<file path="src/assert_macros.svh">
// Assertion macros used by the prefix autocomplete RTL.
`ifndef ASSERT_MACROS_SVH
`define ASSERT_MACROS_SVH

// cond holds at every clock edge outside reset
`define AM_ALWAYS(lbl, clk, rst, cond) \
  lbl: assert property (@(posedge clk) disable iff (rst) (cond)) \
    else $error("invariant violated");

// ante implies cons in the same cycle
`define AM_IMPLY(lbl, clk, rst, ante, cons) \
  lbl: assert property (@(posedge clk) disable iff (rst) (ante) |-> (cons)) \
    else $error("implication violated");

`endif

</file>
<file path="src/prfx_pkg.sv">
// Types, constants and helper functions of the prefix autocomplete table.
package prfx_pkg;

  localparam int TEXT_W        = 192;
  localparam int TEXT_BYTES    = 24;
  localparam int LEN_W         = 5;
  localparam int IDX_OUT_W     = 6;
  localparam int KEY_W         = TEXT_W + LEN_W;
  localparam int ENTRIES_DEF   = 64;
  localparam int MAX_BYTES_DEF = 21;
  localparam int COUNT_W_DEF   = 16;
  localparam int QUEUE_DEPTH   = 2;

  localparam logic [7:0] CH_COMMA = 8'h2C;
  localparam logic [7:0] CH_DOT   = 8'h2E;
  localparam logic [7:0] CH_COLON = 8'h3A;
  localparam logic [7:0] CH_BANG  = 8'h21;
  localparam logic [7:0] CH_QUEST = 8'h3F;

  typedef struct packed {
    logic        cmd;
    logic [63:0] text_bytes_a;
    logic [63:0] text_bytes_b;
    logic [63:0] text_bytes_c;
    logic [4:0]  text_length;
    logic        marked;
  } token_t;

  typedef struct packed {
    logic [63:0] reply_bytes_a;
    logic [63:0] reply_bytes_b;
    logic [63:0] reply_bytes_c;
    logic [4:0]  reply_length;
    logic        hit;
    logic        appended;
    logic        table_full;
    logic [5:0]  entry_index;
  } reply_t;

  typedef enum logic [3:0] {
    OP_LOAD   = 4'b0001,
    OP_ECHO   = 4'b0010,
    OP_EXACT  = 4'b0100,
    OP_PREFIX = 4'b1000
  } op_t;

  typedef struct packed {
    op_t               op;
    logic [TEXT_W-1:0] text;
    logic [LEN_W-1:0]  len;
    logic [TEXT_W-1:0] mask;
  } work_t;

  function automatic logic [TEXT_W-1:0] byte_mask(input logic [LEN_W-1:0] len);
    logic [TEXT_W-1:0] m;
    for (int i = 0; i < TEXT_BYTES; i++) begin
      m[i*8 +: 8] = (i < int'(len)) ? 8'hFF : 8'h00;
    end
    return m;
  endfunction

  // first byte most significant, length last: prefix orders before longer word
  function automatic logic [KEY_W-1:0] order_key(input logic [TEXT_W-1:0] text,
                                                 input logic [LEN_W-1:0] len);
    logic [KEY_W-1:0] k;
    for (int i = 0; i < TEXT_BYTES; i++) begin
      k[KEY_W-1-8*i -: 8] = text[i*8 +: 8];
    end
    k[LEN_W-1:0] = len;
    return k;
  endfunction

endpackage

</file>
<file path="src/prfx_front.sv">
// Front end: clamps and masks the token and classifies the item.
module prfx_front #(
  parameter int MAX_BYTES = prfx_pkg::MAX_BYTES_DEF
) (
  input  prfx_pkg::token_t token,
  output prfx_pkg::work_t  work
);

  logic [prfx_pkg::LEN_W-1:0]  len;
  logic [prfx_pkg::TEXT_W-1:0] mask;
  logic [prfx_pkg::TEXT_W-1:0] text;
  logic [7:0]                  first;
  logic                        punct;

  always_comb begin
    len = (token.text_length > prfx_pkg::LEN_W'(MAX_BYTES)) ?
          prfx_pkg::LEN_W'(MAX_BYTES) : token.text_length;
    mask  = prfx_pkg::byte_mask(len);
    text  = {token.text_bytes_c, token.text_bytes_b, token.text_bytes_a} & mask;
    first = text[7:0];
    punct = (first == prfx_pkg::CH_COMMA) || (first == prfx_pkg::CH_DOT) ||
            (first == prfx_pkg::CH_COLON) || (first == prfx_pkg::CH_BANG) ||
            (first == prfx_pkg::CH_QUEST);
    work.text = text;
    work.len  = len;
    work.mask = mask;
    if (!token.cmd) begin
      work.op = prfx_pkg::OP_LOAD;
    end else if (!token.marked && len == prfx_pkg::LEN_W'(1) && punct) begin
      work.op = prfx_pkg::OP_ECHO;
    end else if (token.marked) begin
      work.op = prfx_pkg::OP_EXACT;
    end else begin
      work.op = prfx_pkg::OP_PREFIX;
    end
  end

endmodule

</file>
<file path="config.mk">
export PLATFORM = sky130hd
export DESIGN_NAME = prfx_front
export DESIGN_NICKNAME = d
export VERILOG_FILES = /design/src/assert_macros.svh /design/src/prfx_pkg.sv /design/src/prfx_front.sv
export SDC_FILE = /design/constraint.sdc
export NUM_CORES = 1
export LEC_CHECK = 0
export BUFFER_PORTS_ARGS = -buffer_cell sky130_fd_sc_hd__buf_2
export CORE_AREA = 2 2 229 231
export DETAILED_ROUTE_END_ITERATION = 12
export DIE_AREA = 0 0 231 233
export SYNTH_ARGS = -nofsm -noshare
export SYNTH_HDL_FRONTEND = slang
export SYNTH_SLANG_ARGS = --single-unit
</file>
<file path="constraint.sdc">
create_clock -name vclk -period 1.3
set_input_delay 0.065 -clock vclk [all_inputs]
set_output_delay 0.065 -clock vclk [all_outputs]
set_load 0.005 [all_outputs]
</file>
==> flow_summary.json, run 1 <==
{
  "outcome": "finished with violations",
  "violations": "setup timing",
  "grt-ovfl-total": 0,
  "whs_ns": 0.393,
  "synth_top_family_by_area": "buffers and inverters",
  "nFlopsAndLatches": 0,
  "post_synth_most_frequent_cells": "buf_4 (196), nor2b_1 (82), and2_1 (81), inv_1 (16)",
  "endpoint_kind": "output pin",
  "utilization": 0.128,
  "hold_class": "in -> out",
  "initial_core_util": 0.0579,
  "peakVddDrop_mv": 0.126,
  "crit_type": "in -> out",
  "grt_usage": 0.0538,
  "use_met3": 0.00551,
  "area_growth_pct": 121,
  "yosys_warnings": 0,
  "clkbuf_count": 0,
  "setup_ws_ns": -0.240,
  "ys_seq_area_frac": 0,
  "antenna_found_initial": 3,
  "firstDrtPassIters": 4,
  "post-route-period-util": 1.18,
  "worstPathRequired_ns": 1.24,
  "coreArea_um2": 51100,
  "synth.cell_area_um2": 2960,
  "die_w_um": 231,
  "placementRows": 83,
  "yosysTopAreaCell": "buf_4",
  "crit_fanout": 2,
  "ant_nets": 0,
  "grt.met2_usage": 0.112,
  "drv_slew": 0,
  "startpoint_type": "primary input",
  "max_freq_mhz": 650,
  "synthAdderAreaFrac": 0,
  "grt_pass1_wl_um": 21300,
  "seqCellArea_um2": 0,
  "p_leak_nw": 3.48,
  "power_mw": 2.09,
  "syn_inst": 439,
  "hold_violations": 0,
  "setup_violations": 116,
  "via_count": 4124,
  "die_area_um2": 53800,
  "drive_above_1_share": 0.756,
  "postCtsHoldBufs": 0,
  "grt_setup_unrepaired": "true",
  "fin_nets": 1078,
  "stdcell_area_um2": 6550,
  "place.gp.congestion": 0.768,
  "synth_top_area_share": 0.498,
  "dp_hpwl_um": 15400,
  "post_drt_wl_per_cell_um": 11.8,
  "power.density_nw_per_um2": 319,
  "cap_violations": 0,
  "crit_end": "work[390]",
  "synth_xor_area_frac": 0,
  "grt_start_max_net_pins": 17,
  "fp.dieH_um": 233,
  "ys_types": 32,
  "drt_wl_total_um": 18400,
  "muxShareOfSynthArea": 0,
  "yosysMostFrequentCell": "buf_4",
  "top_usage_layer": "met2",
  "cp.arrival_ns": 1.47,
  "yosys.area_share.simple": 0.402,
  "place_area_um2": 5550,
  "n_fill_cell": 5935,
  "finalSetupTns_ns": -11.64,
  "drt_iter0_drc": 85,
  "grtUsageMet1": 0.0597,
  "numPortBuffers": 520,
  "cp-startpoint": "token[141]",
  "synth.area.top_cells": "buf_4 (50%), nor2b_1 (17%), and2_1 (17%)",
  "grt_pass1_vias": 3370,
  "syn_area_per_cell_um2": 6.73,
  "io_pins": 592,
  "synth_compound_area_frac": 0.0563,
  "drc": 0,
  "viasPerCell": 2.65,
  "min_period_ns": 1.54
}
-- critical path, stage by stage --
cell and delay [ns]:
buf_6 0.09, or4b_4 0.52, a31o_4 0.23, a2111oi_4 0.21, and4_1 0.25, buf_6 0.11
-- what timing repair did --
item | CTS | global route
cloned | 4 | 4
gates resized for setup | 79 | 101
pin swaps | 28 | 19
buffers inserted | 10 | 14
setup endpoints to repair | 273 | 152
-- through the flow --
step	setup slack, ns	instances
after floorplan	-0.0591	486
after global placement	-0.552	1532
after detailed placement	-0.568	1532
after CTS	-0.264	1544
after global routing	-0.301	1557
final	-0.240	1558
-- worst min-delay path by stage --
stage,cells after the start,start,slack [ns],end
final,3,token[198],0.39,work[389]
after CTS,3,token[198],0.39,work[389]
after global placement,3,token[198],0.39,work[389]
after floorplan,1,token[0],0.16,work[392]
after detailed placement,3,token[198],0.39,work[389]
after global routing,3,token[198],0.41,work[389]
-- where the power goes --
part | switching [mW] | internal [mW] | leakage (nW) | total (mW)
registers | 0 | 0 | 0 | 0
clock network | 0 | 0.0000000451 | 0.00000634 | 0.0000000451
logic | 0.920 | 1.17 | 3.48 | 2.09
-- routing by layer --
layer	routed length (µm)	vias to the layer above
met5	13	-
met4	230	2
met3	1450	12
met2	10100	330
met1	6540	1800
li1	-	1980
-- layout make-up --
class                      instances  area (µm²)  area share
timing repair buffer             596        3740       0.571
inverter                          16        68.8      0.0105
multi-input combinational        265        1890       0.288
tap                              680         851       0.130
antenna                            1        2.50    0.000382
-- cell families (layout without fill, tap and decap cells) --
| family | after synthesis | in the layout |
|---|---|---|
| compound gates | 21 | 24 |
| simple gates | 192 | 193 |
| other cells | 1 | 49 |
| buf+inv | 225 | 612 |
-- cell usage in the layout (no fill, tap or decap), types with 3 or more instances in the layout --
master | synthesis | final
nor2_1 | 10 | 6
a21oi_4 | 0 | 5
conb_1 | 1 | 48
buf_12 | 0 | 5
inv_1 | 16 | 9
buf_6 | 2 | 81
nor2b_1 | 82 | 80
nor2_4 | 0 | 3
buf_8 | 0 | 7
and2b_1 | 5 | 5
inv_2 | 0 | 4
and2_1 | 81 | 56
buf_2 | 1 | 469
buf_4 | 196 | 32
and2_4 | 0 | 25
Power figures use the tool's default switching activity.
==> run 2: changes to the inputs <==
Settings changed: CELL_PAD_IN_SITES_DETAIL_PLACEMENT set to 0, CELL_PAD_IN_SITES_GLOBAL_PLACEMENT set to 1, CORE_AREA 2 2 229 231 to 2 2 227 229, DIE_AREA 0 0 231 233 to 0 0 229 231, PLACE_DENSITY_LB_ADDON set to 0.1.
==> run 2 against run 1 <==
  * The run still ends with setup timing left
  * Fmax fell by 1.6%
  * Final cell count increased by 0.71%
  * Non-clock buffer count is 13 higher
  * Global-route usage is 0.73 points higher
  * Total power increased by 9.3%
  * Worst setup slack got worse by 0.024 ns
  * Count of clock-buffer cells in the layout unchanged
  * Die area down 1.7%
  * Flip-flop and latch count unchanged
  * Sequential share of layout area unchanged
  * Combinational power up 9%
  * Largest cell class unchanged
==> flow_summary.json, run 2 (synthesis results as in run 1) <==
{
  "post_drt_wl_per_cell_um": 12.2,
  "clkPwrFrac": 0,
  "initial_core_util": 0.0583,
  "final_cells": 1569,
  "use_met3": 0.0128,
  "place.gp.congestion": 0.692,
  "grt.met2_usage": 0.137,
  "drt_iter0_drc": 43,
  "clkbuf_count": 0,
  "netSwitchingFraction": 0.413,
  "place_inst": 1528,
  "numPortBuffers": 520,
  "drv_slew": 0,
  "p_int_mw": 1.34,
  "setup_violations": 130,
  "hold_class": "in -> out",
  "viasPerCell": 2.63,
  "area_growth_pct": 141,
  "place_area_um2": 5560,
  "io_pins": 592,
  "crit_type": "in -> out",
  "grt_usage": 0.0612,
  "grtUsageMet1": 0.0580,
  "violations": "setup timing",
  "grt_setup_unrepaired": "true",
  "stdcell_area_um2": 7140,
  "startpoint_type": "primary input",
  "fin_nets": 1089,
  "cap_violations": 0,
  "outcome": "finished with violations",
  "drc": 0,
  "fp.dieH_um": 231,
  "dp_hpwl_um": 16200,
  "power_mw": 2.28,
  "min_period_ns": 1.56,
  "die_w_um": 229,
  "whs_ns": 0.394,
  "grt_pass1_wl_um": 24600,
  "sequentialPowerShare": 0,
  "coreArea_um2": 50700,
  "die_area_um2": 52900,
  "crit_fanout": 2,
  "placementRows": 83,
  "post-route-period-util": 1.20,
  "firstDrtPassIters": 4,
  "power.density_nw_per_um2": 320,
  "grt-ovfl-total": 0,
  "cp.arrival_ns": 1.50,
  "endpoint_kind": "output pin",
  "drt_wl_total_um": 19200,
  "most-common-layout-cells": "buf_2 (438), buf_6 (114), nor2b_1 (69), and2_1 (48), conb_1 (48)",
  "antenna_found_initial": 2,
  "worstPathRequired_ns": 1.24,
  "nFlopsAndLatches": 0,
  "layout_commonest_cell": "buf_2",
  "max_freq_mhz": 639,
  "seqCellArea_um2": 0,
  "peakVddDrop_mv": 0.0896,
  "hold_violations": 0,
  "p_leak_nw": 3.76,
  "grt_pass1_vias": 3800,
  "ant_nets": 0,
  "power.switching_mw": 0.943,
  "setup_ws_ns": -0.264,
  "utilization": 0.141,
  "drive_above_1_share": 0.789,
  "grt_start_max_net_pins": 18,
  "top_usage_layer": "met2",
  "via_count": 4123,
  "p_comb_frac": 1.000
}
## run 2: what timing repair did
item / CTS / global route
pin swaps: 35 / 22
cloned: 5 / 4
setup endpoints to repair: 189 / 179
resized for setup: 134 / 140
hold buffers: 0 / 0
buffers inserted: 16 / 21
hold endpoints to repair: 0 / 0
## run 2: worst max-delay path, stage by stage
cell and delay (ns):
buf_6 0.09, or4b_4 0.54, a31o_4 0.23, a2111oi_4 0.22
and4_1 0.24, buf_2 0.11
## run 2: through the flow
step,worst slack [ns],setup TNS [ns]
after floorplan,-0.0591,-1.92
after global placement,-0.310,-21.78
after detailed placement,-0.331,-20.79
after CTS,-0.277,-9.88
after global routing,-0.305,-17.64
final,-0.264,-9.64
## run 2: worst paths after layout
path | startpoint | cells past startpoint | endpoint
min | token[198] | 3 | work[389]
max | token[141] | 6 | work[390]
## run 2: area by class of cell
type	instances	area [µm²]
Antenna cell	1	2.50
Fill cell	5957	43500
Inverter	16	92.6
Multi-Input combinational cell	263	1980
Tap cell	680	851
Timing Repair Buffer	609	4210
## run 2: metal layers
layer,wire [µm],up-vias
met5,0,-
met4,0,0
met3,1520,0
met2,11500,282
met1,6170,1848
li1,-,1993
## run 2: power by group through the flow
| stage | registers, mW | logic [mW] | clock network (mW) |
|---|---|---|---|
| floorplan | 0 | 1.01 | 0 |
| global placement | 0 | 1.78 | 0 |
| detailed placement | 0 | 1.72 | 0 |
| CTS | 0 | 2.03 | 0 |
| global route | 0 | 2.49 | 0.000000124 |
| finish | 0 | 2.28 | 0.000000144 |
==> run 3: changes to the inputs <==
Settings changed: ABC_AREA set to 1, CORE_AREA 2 2 227 229 to 3 3 226 228.
Clock period 1.3 ns to 1.6 ns, I/O delays scaled along.
==> run 3 against run 2 <==
  * The run now ends clean
  * Via count up 6.9%
  * Combinational power down 34%
  * Final cell count up 8.7%
  * Flip-flop and latch count unchanged
  * Final area down 19%
  * Total power down 34%
  * Die area unchanged
  * Worst setup slack better by 0.41 ns
  * Count of clock-buffer cells in the layout unchanged
  * Synthesized cell count up 42%
  * Largest power group unchanged
==> flow_summary.json, run 3 <==
{
  "outcome": "finished, final reports clean",
  "grt_pass1_wl_um": 29000,
  "cp.arrival_ns": 1.37,
  "synth.area.top_cells": "buf_4 (46%), inv_1 (23%), nor2_1 (18%)",
  "drive_above_1_share": 0.591,
  "place_area_um2": 5680,
  "netSwitchingFraction": 0.527,
  "grt_pass1_vias": 4008,
  "drt_wl_total_um": 21900,
  "hold_class": "in -> out",
  "yosysTopAreaCell": "buf_4",
  "firstDrtPassIters": 4,
  "die_area_um2": 52900,
  "via_count": 4407,
  "crit_type": "in -> out",
  "place.gp.congestion": 0.709,
  "drc": 0,
  "dp_slack_ns": -0.174,
  "endpoint_kind": "output pin",
  "stdcell_area_um2": 5810,
  "post_synth_most_frequent_cells": "buf_4 (197), inv_1 (193), nor2_1 (152), nand2_1 (36)",
  "area_growth_pct": 81.7,
  "fin_nets": 1242,
  "cap_violations": 0,
  "synth_top_area_share": 0.462,
  "worstPathRequired_ns": 1.52,
  "crit_fanout": 6,
  "min_period_ns": 1.45,
  "p_comb_frac": 1.000,
  "ant_nets": 0,
  "setup_ws_ns": 0.145,
  "post-route-period-util": 0.909,
  "synthAdderAreaFrac": 0,
  "layout_commonest_cell": "buf_2",
  "p_int_mw": 0.711,
  "viasPerCell": 2.58,
  "yosys.area_share.simple": 0.263,
  "setup_violations": 0,
  "grt_usage": 0.0729,
  "hold_violations": 0,
  "synth_compound_area_frac": 0.0325,
  "clkPwrFrac": 0,
  "post_drt_wl_per_cell_um": 12.8,
  "seqCellArea_um2": 0,
  "startpoint_type": "primary input",
  "numPortBuffers": 520,
  "clkbuf_count": 0,
  "ys_types": 23,
  "ys_seq_area_frac": 0,
  "most-common-layout-cells": "buf_2 (520), inv_1 (186), nor2_1 (146), conb_1 (48), buf_4 (46)",
  "dp_hpwl_um": 20300,
  "n_fill_cell": 5975,
  "grt_setup_unrepaired": "true",
  "max_freq_mhz": 687,
  "grt-ovfl-total": 0,
  "whs_ns": 0.413,
  "drv_slew": 0,
  "antenna_found_initial": 3,
  "peakVddDrop_mv": 0.0469,
  "io_pins": 592,
  "p_leak_nw": 4.02,
  "synth_xor_area_frac": 0,
  "die_w_um": 229,
  "syn_area_per_cell_um2": 5.12,
  "yosysMostFrequentCell": "buf_4",
  "power.switching_mw": 0.794,
  "synth.cell_area_um2": 3200,
  "placementRows": 81,
  "coreArea_um2": 49100,
  "yosys_warnings": 0,
  "grt_start_max_net_pins": 17,
  "drt_iter0_drc": 76,
  "syn_inst": 625,
  "synth_top_family_by_area": "buffers and inverters",
  "power.density_nw_per_um2": 259,
  "muxShareOfSynthArea": 0,
  "initial_core_util": 0.0652,
  "fp.dieH_um": 231,
  "sequentialPowerShare": 0,
  "nFlopsAndLatches": 0
}
[run 3: cell types whose count changed after synthesis, sizes merged, moves of 7 or more]
cell,delta
inv,+184
nor2,+146
and2,-81
nor2b,-82
clkbuf,-8
nand2,+38
nand3,+7
[run 3: layout make-up]
cell class | instances | area, µm² | area share
timing repair buffer | 570 | 3010 | 0.518
multi-input combinational | 270 | 1200 | 0.207
tap | 664 | 831 | 0.143
inverter | 201 | 764 | 0.132
antenna | 1 | 2.50 | 0.000430
[run 3: power groups by stage]
stage            Clock [mW]  Combinational, mW  Sequential (mW)
5_1_grt                   0               1.69                0
3_3_place_gp              0               1.56                0
6_report       0.0000000850               1.50                0
4_1_cts                   0               1.55                0
2_1_floorplan             0              0.868                0
3_5_place_dp              0               1.52                0
[run 3: through the flow]
step	instances	total power, mW	utilization	TNS, ns
4_1_cts	1703	1.55	0.117	0
2_1_floorplan	672	0.868	-	0
3_5_place_dp	1701	1.52	0.116	-3.05
3_3_place_gp	1701	1.56	0.116	-2.34
6_report	1706	1.50	0.119	0
5_1_grt	1705	1.69	0.118	-0.0139
[run 3: what timing repair did]
action                                  in CTS  in global routing
cloned                                       0                  0
buffers inserted                             2                  2
resized for setup                           11                 19
hold buffers                                 0                  0
hold endpoints to repair                     0                  0
endpoints found under the setup margin      33                104
pin swaps                                    1                  3
[run 3: cell families (layout without fill, tap and decap cells)]
kind of cell | Yosys count | after routing
AOI/OAI and AO/OA | 12 | 12
buffers and inverters | 402 | 771
other | 1 | 49
and+or+nand+nor | 210 | 210
[run 3: worst paths after layout]
kind | startpoint | end | slack, ns | depth (start not counted)
worst max-delay path | token[3] | work[296] | 0.15 | 11
worst min-delay path | token[146] | work[209] | 0.41 | 4
[run 3: metal layers]
layer	share of wire	global-route usage	vias up
li1	-	-	2291
met1	0.36	0.0799	1839
met2	0.56	0.151	273
met3	0.078	0.0142	2
met4	0	0	2
met5	0.00050	0	-
[run 3: worst max-delay path: stages]
cell	delay, ns
buf_2	0.12
nand2_4	0.08
a21oi_4	0.18
nor2_2	0.06
inv_2	0.07
a21oi_2	0.06
buf_4	0.16
o21ai_4	0.24
buf_12	0.15
nor2_1	0.03
buf_2	0.13
